**src/morse_key_to_hid_keycode_top_macros.svh**
```systemverilog
// Assertion helpers for the Morse key decoder.
// Both use the clock clk and the asynchronous reset arst_n of the including module.
`ifndef MORSE_KEY_TO_HID_KEYCODE_TOP_MACROS_SVH
`define MORSE_KEY_TO_HID_KEYCODE_TOP_MACROS_SVH

// The consequent must hold in the same cycle as the antecedent.
`define MORSE_HID_ASSERT_SAME(label, ante, cons) \
	label: assert property (@(posedge clk) disable iff (!arst_n) (ante) |-> (cons)) \
		else $error("morse_hid: same-cycle check failed");

// The consequent must hold in the cycle after the antecedent.
`define MORSE_HID_ASSERT_NEXT(label, ante, cons) \
	label: assert property (@(posedge clk) disable iff (!arst_n) (ante) |=> (cons)) \
		else $error("morse_hid: next-cycle check failed");

`endif

```
**src/morse_hid_pkg.sv**
```systemverilog
package morse_hid_pkg;

	// Longest character, in symbols.
	localparam int unsigned MaxSymbols = 5;

	localparam logic [7:0] SpaceKey = 8'd44;
	localparam logic [7:0] NoKey    = 8'd0;

	localparam logic [11:0] DotTimingReset = 12'd10;
	localparam logic [14:0] CharGapReset   = 15'(3 * DotTimingReset);
	localparam logic [14:0] WordGapReset   = 15'(7 * DotTimingReset);

	// One job per input item that sends a character: a keycode and an optional space.
	typedef struct packed {
		logic [7:0] keycode;
		logic       add_space;
	} job_t;

	// Report sequence of one job.
	typedef enum logic [1:0] {
		PH_KEY_PRESS,
		PH_KEY_RELEASE,
		PH_SPACE_PRESS,
		PH_SPACE_RELEASE
	} phase_t;

	// Character to HID keycode. The pattern holds the newest symbol in bit 0, 1 = dash.
	function automatic logic [7:0] lookup_key(logic [2:0] count, logic [4:0] pattern,
		logic invalid);
		logic [7:0] key;
		key = NoKey;
		if (invalid) begin
			key = NoKey;
		end else if (count == 3'd0) begin
			key = SpaceKey;
		end else begin
			case ({count, pattern})
				{3'd2, 5'b00001}: key = 8'd4;
				{3'd4, 5'b01000}: key = 8'd5;
				{3'd4, 5'b01010}: key = 8'd6;
				{3'd3, 5'b00100}: key = 8'd7;
				{3'd1, 5'b00000}: key = 8'd8;
				{3'd4, 5'b00010}: key = 8'd9;
				{3'd3, 5'b00110}: key = 8'd10;
				{3'd4, 5'b00000}: key = 8'd11;
				{3'd2, 5'b00000}: key = 8'd12;
				{3'd4, 5'b00111}: key = 8'd13;
				{3'd3, 5'b00101}: key = 8'd14;
				{3'd4, 5'b00100}: key = 8'd15;
				{3'd2, 5'b00011}: key = 8'd16;
				{3'd2, 5'b00010}: key = 8'd17;
				{3'd3, 5'b00111}: key = 8'd18;
				{3'd4, 5'b00110}: key = 8'd19;
				{3'd4, 5'b01101}: key = 8'd20;
				{3'd3, 5'b00010}: key = 8'd21;
				{3'd3, 5'b00000}: key = 8'd22;
				{3'd1, 5'b00001}: key = 8'd23;
				{3'd3, 5'b00001}: key = 8'd24;
				{3'd4, 5'b00001}: key = 8'd25;
				{3'd3, 5'b00011}: key = 8'd26;
				{3'd4, 5'b01001}: key = 8'd27;
				{3'd4, 5'b01011}: key = 8'd28;
				{3'd4, 5'b01100}: key = 8'd29;
				{3'd5, 5'b01111}: key = 8'd30;
				{3'd5, 5'b00111}: key = 8'd31;
				{3'd5, 5'b00011}: key = 8'd32;
				{3'd5, 5'b00001}: key = 8'd33;
				{3'd5, 5'b00000}: key = 8'd34;
				{3'd5, 5'b10000}: key = 8'd35;
				{3'd5, 5'b11000}: key = 8'd36;
				{3'd5, 5'b11100}: key = 8'd37;
				{3'd5, 5'b11110}: key = 8'd38;
				{3'd5, 5'b11111}: key = 8'd39;
				default:          key = NoKey;
			endcase
		end
		return key;
	endfunction

endpackage

```
**src/morse_key_to_hid_keycode_top.sv**
```systemverilog
// A sending sample writes its job into the queue; its reports are then registered at the output.
// Throughput: one sample per cycle while full is low; a sample sending a character
// gives two or four reports: press and release of its key, and optionally of a space.
// The two-slot job queue between the run tracker and the report sequencer sets how far they drift.
// Reset: arst_n clears all run and character state, empties the queue and the output,
// and sets the dot timing to 10 samples.
`include "morse_key_to_hid_keycode_top_macros.svh"

module morse_key_to_hid_keycode_top (
	input  logic        clk,
	input  logic        arst_n,
	input  logic        push,
	output logic        full,
	input  logic        key_level,
	input  logic        end_of_buffer,
	output logic        empty,
	input  logic        pop,
	output logic [7:0]  keycode,
	output logic        is_press,
	output logic        last_of_run,
	input  logic        cfg_we,
	input  logic [11:0] cfg_wdata
);

	logic                job_push;
	morse_hid_pkg::job_t job;
	logic                q_full;
	logic                head_valid;
	morse_hid_pkg::job_t head;
	logic                rd_en;

	assign full = q_full;

	// Front: run tracking and character classification.
	morse_hid_front u_front (
		.clk           (clk),
		.arst_n        (arst_n),
		.push          (push),
		.q_full        (q_full),
		.key_level     (key_level),
		.end_of_buffer (end_of_buffer),
		.cfg_we        (cfg_we),
		.cfg_wdata     (cfg_wdata),
		.job_push      (job_push),
		.job           (job)
	);

	// Job queue between the two halves.
	morse_hid_queue u_queue (
		.clk        (clk),
		.arst_n     (arst_n),
		.wr_en      (job_push),
		.wr_job     (job),
		.rd_en      (rd_en),
		.full       (q_full),
		.head_valid (head_valid),
		.head       (head)
	);

	// Back: turns each job into its press and release reports.
	morse_hid_back u_back (
		.clk         (clk),
		.arst_n      (arst_n),
		.head_valid  (head_valid),
		.head        (head),
		.rd_en       (rd_en),
		.pop         (pop),
		.empty       (empty),
		.keycode     (keycode),
		.is_press    (is_press),
		.last_of_run (last_of_run)
	);

	// A press report is never the final report of a sample.
	`MORSE_HID_ASSERT_SAME(a_press_not_last, !empty && is_press, !last_of_run)
	// Release reports always carry keycode zero.
	`MORSE_HID_ASSERT_SAME(a_release_zero, !empty && !is_press, keycode == 8'd0)
	// Taking a press report brings its release straight after.
	`MORSE_HID_ASSERT_NEXT(a_release_follows, pop && !empty && is_press, !empty && !is_press)

endmodule

```
**src/morse_hid_front.sv**
```systemverilog
module morse_hid_front (
	input  logic                      clk,
	input  logic                      arst_n,
	input  logic                      push,
	input  logic                      q_full,
	input  logic                      key_level,
	input  logic                      end_of_buffer,
	input  logic                      cfg_we,
	input  logic [11:0]               cfg_wdata,
	output logic                      job_push,
	output morse_hid_pkg::job_t       job
);

	logic        dot_timing_q_unused;
	logic [11:0] dot_timing_q;
	logic [14:0] char_gap_q;
	logic [14:0] word_gap_q;

	logic        started_q, started_d;
	logic        level_q, level_d;
	logic [15:0] len_q, len_d;
	logic [2:0]  cnt_q, cnt_d;
	logic [4:0]  pat_q, pat_d;
	logic        tl_q, tl_d;

	logic        accept;
	logic        dash;
	logic        gap_send;
	logic        word_send;
	logic        flush;
	logic [7:0]  key_code;

	assign accept = push && !q_full;
	assign dot_timing_q_unused = 1'b0;

	// Timing register and the gap thresholds derived from it on each write.
	always_ff @(posedge clk or negedge arst_n) begin
		if (!arst_n) begin
			dot_timing_q <= morse_hid_pkg::DotTimingReset;
			char_gap_q   <= morse_hid_pkg::CharGapReset;
			word_gap_q   <= morse_hid_pkg::WordGapReset;
		end else if (cfg_we) begin
			dot_timing_q <= cfg_wdata;
			char_gap_q   <= {3'b000, cfg_wdata} + {2'b00, cfg_wdata, 1'b0};
			word_gap_q   <= {cfg_wdata, 3'b000} - {3'b000, cfg_wdata};
		end
	end

	// Run tracking and symbol collection for one sample.
	always_comb begin
		started_d = started_q;
		level_d   = level_q;
		len_d     = len_q;
		cnt_d     = cnt_q;
		pat_d     = pat_q;
		tl_d      = tl_q;
		gap_send  = 1'b0;
		word_send = 1'b0;
		dash      = len_q > {4'b0000, dot_timing_q};
		if (!started_q) begin
			started_d = 1'b1;
			level_d   = key_level;
			len_d     = 16'd1;
		end else if (key_level != level_q) begin
			if (level_q) begin
				if (cnt_q >= 3'(morse_hid_pkg::MaxSymbols)) begin
					tl_d = 1'b1;
				end else begin
					pat_d = {pat_q[3:0], dash};
					cnt_d = cnt_q + 3'd1;
				end
			end else if (len_q >= {1'b0, char_gap_q}) begin
				gap_send  = 1'b1;
				word_send = len_q >= {1'b0, word_gap_q};
			end
			level_d = key_level;
			len_d   = 16'd1;
		end else if (len_q != 16'hFFFF) begin
			len_d = len_q + 16'd1;
		end

		// The character is looked up before a gap or the buffer end clears it.
		key_code = morse_hid_pkg::lookup_key(cnt_d, pat_d, tl_d);
		flush    = end_of_buffer && !gap_send && ((cnt_d != 3'd0) || tl_d);

		if (gap_send) begin
			cnt_d = 3'd0;
			pat_d = 5'd0;
			tl_d  = 1'b0;
		end
		if (end_of_buffer) begin
			started_d = 1'b0;
			level_d   = 1'b0;
			len_d     = 16'd1;
			cnt_d     = 3'd0;
			pat_d     = 5'd0;
			tl_d      = 1'b0;
		end
	end

	always_ff @(posedge clk or negedge arst_n) begin
		if (!arst_n) begin
			started_q <= 1'b0;
			level_q   <= 1'b0;
			len_q     <= 16'd1;
			cnt_q     <= 3'd0;
			pat_q     <= 5'd0;
			tl_q      <= 1'b0;
		end else if (accept) begin
			started_q <= started_d;
			level_q   <= level_d;
			len_q     <= len_d;
			cnt_q     <= cnt_d;
			pat_q     <= pat_d;
			tl_q      <= tl_d;
		end
	end

	// A job is queued for every accepted sample that sends a character.
	assign job_push      = accept && (gap_send || flush) && !dot_timing_q_unused;
	assign job.keycode   = key_code;
	assign job.add_space = word_send;

endmodule

```
**src/morse_hid_queue.sv**
```systemverilog
module morse_hid_queue (
	input  logic                      clk,
	input  logic                      arst_n,
	input  logic                      wr_en,
	input  morse_hid_pkg::job_t       wr_job,
	input  logic                      rd_en,
	output logic                      full,
	output logic                      head_valid,
	output morse_hid_pkg::job_t       head
);

	// Two slots; slot 0 is always the oldest job.
	morse_hid_pkg::job_t slot0_q;
	morse_hid_pkg::job_t slot1_q;
	logic [1:0]          count_q;

	assign full       = count_q == 2'd2;
	assign head_valid = count_q != 2'd0;
	assign head       = slot0_q;

	always_ff @(posedge clk or negedge arst_n) begin
		if (!arst_n) begin
			count_q <= 2'd0;
		end else if (wr_en && !rd_en) begin
			count_q <= count_q + 2'd1;
		end else if (rd_en && !wr_en) begin
			count_q <= count_q - 2'd1;
		end
	end

	// Payload slots shift towards the head on a read.
	always_ff @(posedge clk) begin
		if (rd_en) begin
			if (count_q == 2'd2) begin
				slot0_q <= slot1_q;
				if (wr_en) begin
					slot1_q <= wr_job;
				end
			end else if (wr_en) begin
				slot0_q <= wr_job;
			end
		end else if (wr_en) begin
			if (count_q == 2'd0) begin
				slot0_q <= wr_job;
			end else begin
				slot1_q <= wr_job;
			end
		end
	end

endmodule

```
**src/morse_hid_back.sv**
```systemverilog
module morse_hid_back (
	input  logic                      clk,
	input  logic                      arst_n,
	input  logic                      head_valid,
	input  morse_hid_pkg::job_t       head,
	output logic                      rd_en,
	input  logic                      pop,
	output logic                      empty,
	output logic [7:0]                keycode,
	output logic                      is_press,
	output logic                      last_of_run
);

	morse_hid_pkg::phase_t phase_q, phase_d;

	logic       valid_q;
	logic [7:0] keycode_q;
	logic       press_q;
	logic       last_q;

	logic       out_free;
	logic       load;
	logic [7:0] nxt_keycode;
	logic       nxt_press;
	logic       nxt_last;

	// The output register takes a new report when it is empty or being read.
	assign out_free = !valid_q || pop;
	assign load     = out_free && head_valid;

	// Report sequencer: press, release, and optionally a space press and release.
	always_comb begin
		phase_d     = phase_q;
		nxt_keycode = morse_hid_pkg::NoKey;
		nxt_press   = 1'b0;
		nxt_last    = 1'b0;
		rd_en       = 1'b0;
		unique case (phase_q)
			morse_hid_pkg::PH_KEY_PRESS: begin
				nxt_keycode = head.keycode;
				nxt_press   = 1'b1;
				if (load) begin
					phase_d = morse_hid_pkg::PH_KEY_RELEASE;
				end
			end
			morse_hid_pkg::PH_KEY_RELEASE: begin
				nxt_last = !head.add_space;
				if (load) begin
					if (head.add_space) begin
						phase_d = morse_hid_pkg::PH_SPACE_PRESS;
					end else begin
						phase_d = morse_hid_pkg::PH_KEY_PRESS;
						rd_en   = 1'b1;
					end
				end
			end
			morse_hid_pkg::PH_SPACE_PRESS: begin
				nxt_keycode = morse_hid_pkg::SpaceKey;
				nxt_press   = 1'b1;
				if (load) begin
					phase_d = morse_hid_pkg::PH_SPACE_RELEASE;
				end
			end
			morse_hid_pkg::PH_SPACE_RELEASE: begin
				nxt_last = 1'b1;
				if (load) begin
					phase_d = morse_hid_pkg::PH_KEY_PRESS;
					rd_en   = 1'b1;
				end
			end
			default: begin
				phase_d = morse_hid_pkg::PH_KEY_PRESS;
			end
		endcase
	end

	always_ff @(posedge clk or negedge arst_n) begin
		if (!arst_n) begin
			phase_q <= morse_hid_pkg::PH_KEY_PRESS;
			valid_q <= 1'b0;
		end else begin
			phase_q <= phase_d;
			if (out_free) begin
				valid_q <= head_valid;
			end
		end
	end

	// Output payload register.
	always_ff @(posedge clk) begin
		if (load) begin
			keycode_q <= nxt_keycode;
			press_q   <= nxt_press;
			last_q    <= nxt_last;
		end
	end

	assign empty       = !valid_q;
	assign keycode     = keycode_q;
	assign is_press    = press_q;
	assign last_of_run = last_q;

endmodule

```
**config.mk**
```make
export PLATFORM = sky130hd
export DESIGN_NAME = morse_key_to_hid_keycode_top
export DESIGN_NICKNAME = d
export VERILOG_FILES = /design/src/morse_hid_pkg.sv /design/src/morse_key_to_hid_keycode_top.sv /design/src/morse_hid_front.sv /design/src/morse_hid_queue.sv /design/src/morse_hid_back.sv
export VERILOG_INCLUDE_DIRS = /design/src /design/src/src
export SDC_FILE = /design/constraint.sdc
export NUM_CORES = 1
export LEC_CHECK = 0
export BUFFER_PORTS_ARGS = -buffer_cell sky130_fd_sc_hd__buf_2
export CAP_MARGIN = 20
export CORE_MARGIN = 2
export CORE_UTILIZATION = 55
export CTS_BUF_LIST = sky130_fd_sc_hd__clkbuf_16
export CTS_CLUSTER_DIAMETER = 40
export DETAILED_ROUTE_END_ITERATION = 8
export GPL_TIMING_DRIVEN = 0
export HOLD_SLACK_MARGIN = 0.03
export PLACE_DENSITY = 0.8
export SYNTH_ARGS = -nofsm -noshare
export SYNTH_HDL_FRONTEND = slang
export SYNTH_SLANG_ARGS = --single-unit
```
**constraint.sdc**
```tcl
create_clock -name clk -period 5.8 [get_ports clk]
set_input_delay 0.58 -clock clk [delete_from_list [all_inputs] [get_ports clk]]
set_output_delay 0.58 -clock clk [all_outputs]
set_load 0.05 [all_outputs]
```
==> summary by stage <==
GRT
The final global-route overflow total is 0. The first global-routing pass estimated ~26 mm of wire. The aggregate global-route resource usage is 0.2503. The via count of the first global-routing pass came to about 5,500. The number of antenna violations at the first check in global routing is 0. Entering global routing, the biggest net connects roughly 70 pins.

Floorplan
31 I/O pins were placed. For this configuration, the core starts out at a cell density of 0.5572. The total die area is approximately 13,000 um2.

Row generation in the floorplan step produced 40 rows. The die height is around 110 um. The overall die width is about 110 um. The floorplan step defined a core boundary enclosing between 10,000 and 15,000 um2.

Clocking
The count of hold buffers inserted by post-cts repair is 0. CTS built an H-tree with a depth of 3. The clock reaches the later pin of the worst-skew pair after 0.35 ns.

Once the clock tree was built, the setup fixing pass inserted 0 buffers. The library cell used as clock root buffer is sky130_fd_sc_hd__clkbuf_16. Counting every sink on the clock net gives 92. The register clock-pin slew on the reported worst setup and hold paths is about 0.070 ns. The maximum count of clock buffers along a single path is 2. The clock tree from TritonCTS is yes. In this run, CTS created clock tree buffers numbering 9.

The number of instances resized during post-cts repair is 0.

Power
For this design the ratio of total power to cell area is approximately 300 nW/um2. The maximum vdd ir drop is approximately 0.15 mV. For this design the static power due to leakage is between 3 and 4 nW.

STA
The number of hold-slack violations in the final timing report is 0. The final setup violation count is 0. The worst hold slack after final layout is 0.3461 ns. Headroom to the max-slew limit came out at 0.4128. The final worst-path setup slack is about 2.5 ns.

For the pin with the worst max-slew slack, the measured transition is 0.8808 ns. Setup repair after global routing left no endpoint under its margin. Between clock sinks in the finished design, the worst skew comes to around 0.0064 ns.

Derived from the worst setup path, the maximum achievable clock frequency is 304.7 MHz. The aggregate negative setup slack is 0 ns. The max-slew violation count is 0. After layout, the minimum clock period comes to about 3.3 ns. In the finished design, the share of the clock period the worst path needs comes to 0.5659.

Yosys
The number of warning messages in the yosys log is 0. The complex-gate fraction of the synthesized area came to 0.1939. The library cell occupying the most area in the post-synthesis netlist is sky130_fd_sc_hd__dfrtp_1.

After synthesis, the netlist uses 78 different library cells. For this run, asynchronously set or reset flops after synthesis account for 0.7609. Each instance of the synthesized netlist takes up on average approximately 9.0 um2. The cell area that synthesis handed to floorplanning was approximately 6600 um2. The number of flops mapped to enable cells by yosys is 22. After synthesis, the share of cell area in mux cells is 0.02594. Ranked by total cell area, the synthesized netlist is headed by sky130_fd_sc_hd__dfrtp_1, sky130_fd_sc_hd__ha_1, sky130_fd_sc_hd__edfxtp_1.

The adder and majority gate portion of the synthesized area is 0.1318. In the synthesized netlist the dominant register cell turns out to be sky130_fd_sc_hd__dfrtp_1. In this run, synthesis produced a sequential element count of 92. In the synthesized netlist, the number of instances is roughly 730.

The largest family of logic cells by synthesized area is compound AO/OA/AOI/OAI gates. Of the total synthesized cell area, the portion taken by XOR and XNOR cells is 0.04506. The share of the Yosys chip area taken by registers is 0.3667. The share of synthesized area in the top cell type comes to 0.2310. The area fraction in and, or, nand and nor cells after synthesis is 0.1785.

Layout
The proportion of layout cells with a drive suffix above 1 is 0.1142. The layout has 994 filler cells. From synthesis to final layout, the design area changed by 9.466%. Leaving out fill and tap cells, the most frequent cells in the layout are sky130_fd_sc_hd__inv_1, sky130_fd_sc_hd__nand2_1, sky130_fd_sc_hd__ha_1. Excluding fillers, the count of instances in the completed layout stands at a little over 900. The number of nets in the layout is between 800 and 900. Leaving out fill and tap cells, the most frequent cell in the layout is sky130_fd_sc_hd__inv_1. The number of antenna diodes in the final layout is 0.

Critical path
STA classifies the critical path endpoint as a flip-flop. The length in cells of the worst reg-to-reg path is 11. The critical path starts at u_front.len_q[9]. The startpoint identified for the worst register-to-register timing path is u_front.len_q[9].

The critical path data arrival time is 3.36 ns. The endpoint identified for the worst register-to-register timing path is u_queue.head[1]. Of all nets on the critical path, the largest fanout is 7. The critical path is of the flip-flop to flip-flop type.

STA puts the critical path data required time at roughly 5.9 ns. The worst setup path is launched from a flip-flop. The register-to-register setup slack is roughly 2.5 ns.

Detailed routing
The count of TritonRoute iterations in the first routing pass is 5. After detailed routing, the average wire length per cell comes to 16.76 um. For this block, the routed nets add up to 15.52 mm of wire. The routed layout has roughly 5,500 vias. The first-iteration detailed-routing DRC count is 379. In the routed design, unresolved DRC markers number 0.

The count of nets left with antenna violations once routing finished came out at 0. Dividing the detail-routed via count by the number of cells gives slightly below 6.

Job
The max-cap violation count is 0.

Placed design
The pre-CTS setup slack is approximately 2.5 ns. The placed instance count is between 900 and 1,000. The count of input and output buffers is 28. The wire-length estimate of the detail-placed layout is ~12 mm.

At the end of routability-driven placement, the weighted congestion stood at 0.8836.

Worst hold path
The worst hold-check path type is input pin to asynchronous set/reset pin.

Run status
The flow ran to the end, and the final reports show no timing, DRC or antenna violations.
-- state kept, by name (all words and copies together), names as in the netlist, named ones only --
name,flops
u_back.is_press,1
u_back.keycode,6
u_back.last_of_run,1
u_back.phase_q,1
u_back.valid_q,1
u_front.char_gap_q,12
u_front.cnt_q,3
u_front.dot_timing_q,11
u_front.len_q,16
u_front.level_q,1
u_front.pat_q,5
u_front.started_q,1
u_front.tl_q,1
u_front.word_gap_q,15
u_queue.count_q,2
u_queue.head,7
u_queue.slot1_q,7
-- cells in the mapped netlist, types with 12 or more instances --
cell type and instances:
sky130_fd_sc_hd__inv_1 74, sky130_fd_sc_hd__ha_1 68, sky130_fd_sc_hd__nand2_1 68, sky130_fd_sc_hd__nor2_1 62, sky130_fd_sc_hd__dfrtp_1 61, sky130_fd_sc_hd__o21ai_0 59
sky130_fd_sc_hd__a21oi_1 42, sky130_fd_sc_hd__edfxtp_1 22, sky130_fd_sc_hd__xnor2_1 20, sky130_fd_sc_hd__a21o_1 17, sky130_fd_sc_hd__xor2_1 14, sky130_fd_sc_hd__clkbuf_1 12
sky130_fd_sc_hd__nand3_1 12, sky130_fd_sc_hd__nor3_1 12
-- critical path, stage by stage, from the launching register on --
cell	delay [ns]
sky130_fd_sc_hd__dfrtp_1	0.46
sky130_fd_sc_hd__ha_1	0.34
sky130_fd_sc_hd__a21o_1	0.16
sky130_fd_sc_hd__a21o_1	0.18
sky130_fd_sc_hd__a21o_1	0.17
sky130_fd_sc_hd__a21o_1	0.18
sky130_fd_sc_hd__a2111oi_2	0.51
sky130_fd_sc_hd__o22ai_1	0.16
sky130_fd_sc_hd__a21oi_1	0.27
sky130_fd_sc_hd__ha_1	0.22
sky130_fd_sc_hd__a211oi_1	0.05
sky130_fd_sc_hd__a41o_1	0.32
-- through the flow --
stage | utilization | cell area (um2) | total power [mW]
final | 0.6099 | 7234 | 2.166
after global routing | 0.6099 | 7234 | 2.282
after CTS | 0.6099 | 7234 | 2.166
after detailed placement | 0.5850 | 6939 | 1.586
after global placement | 0.5848 | 6937 | 1.553
after floorplan | - | 6613 | 1.402
-- worst max path at each step --
stage | to | cells past startpoint
finish | u_queue.head[1] | 11
global route | u_queue.head[1] | 11
CTS | u_queue.head[1] | 11
detailed placement | u_queue.head[1] | 11
global placement | u_queue.head[1] | 11
floorplan | u_queue.head[0] | 11
-- layout make-up --
class                           instances  area, um2  area share
Inverter                               74      277.8     0.03839
Multi-Input combinational cell        548       3809      0.5265
Clock buffer                            9      225.2     0.03113
Clock inverter                          7      70.07    0.009685
Buffer                                 21      102.6     0.01418
Timing Repair Buffer                   28      142.6     0.01972
Sequential cell                        92       2424      0.3350
Tap cell                              147      183.9     0.02542
-- report_power, final --
group / internal [mW] / leakage, nW / switching, mW
clock network: 0.302 / 0.135 / 0.282
registers: 0.797 / 1.07 / 0.0649
logic: 0.246 / 2.26 / 0.475
-- cells by family (layout without fill, tap and decap cells) --
logic type | after synthesis | in the layout
AND/OR/NAND/NOR | 234 | 234
AO/OA/AOI/OAI | 193 | 193
buffers and inverters | 95 | 139
flip-flops | 92 | 92
adder cells (fa/ha/maj) | 69 | 69
XOR/XNOR | 34 | 34
multiplexers | 16 | 16
other | 1 | 2
-- routing by layer --
layer  GRT usage  vias up  routed length [um]
li1            -     2675                   -
met3     0.03719       38                 482
met2      0.4487      143                7865
met4      0.1065        0                 489
met5           0        -                   0
met1      0.3003     2615                6680
Power figures use the tool's default switching activity.
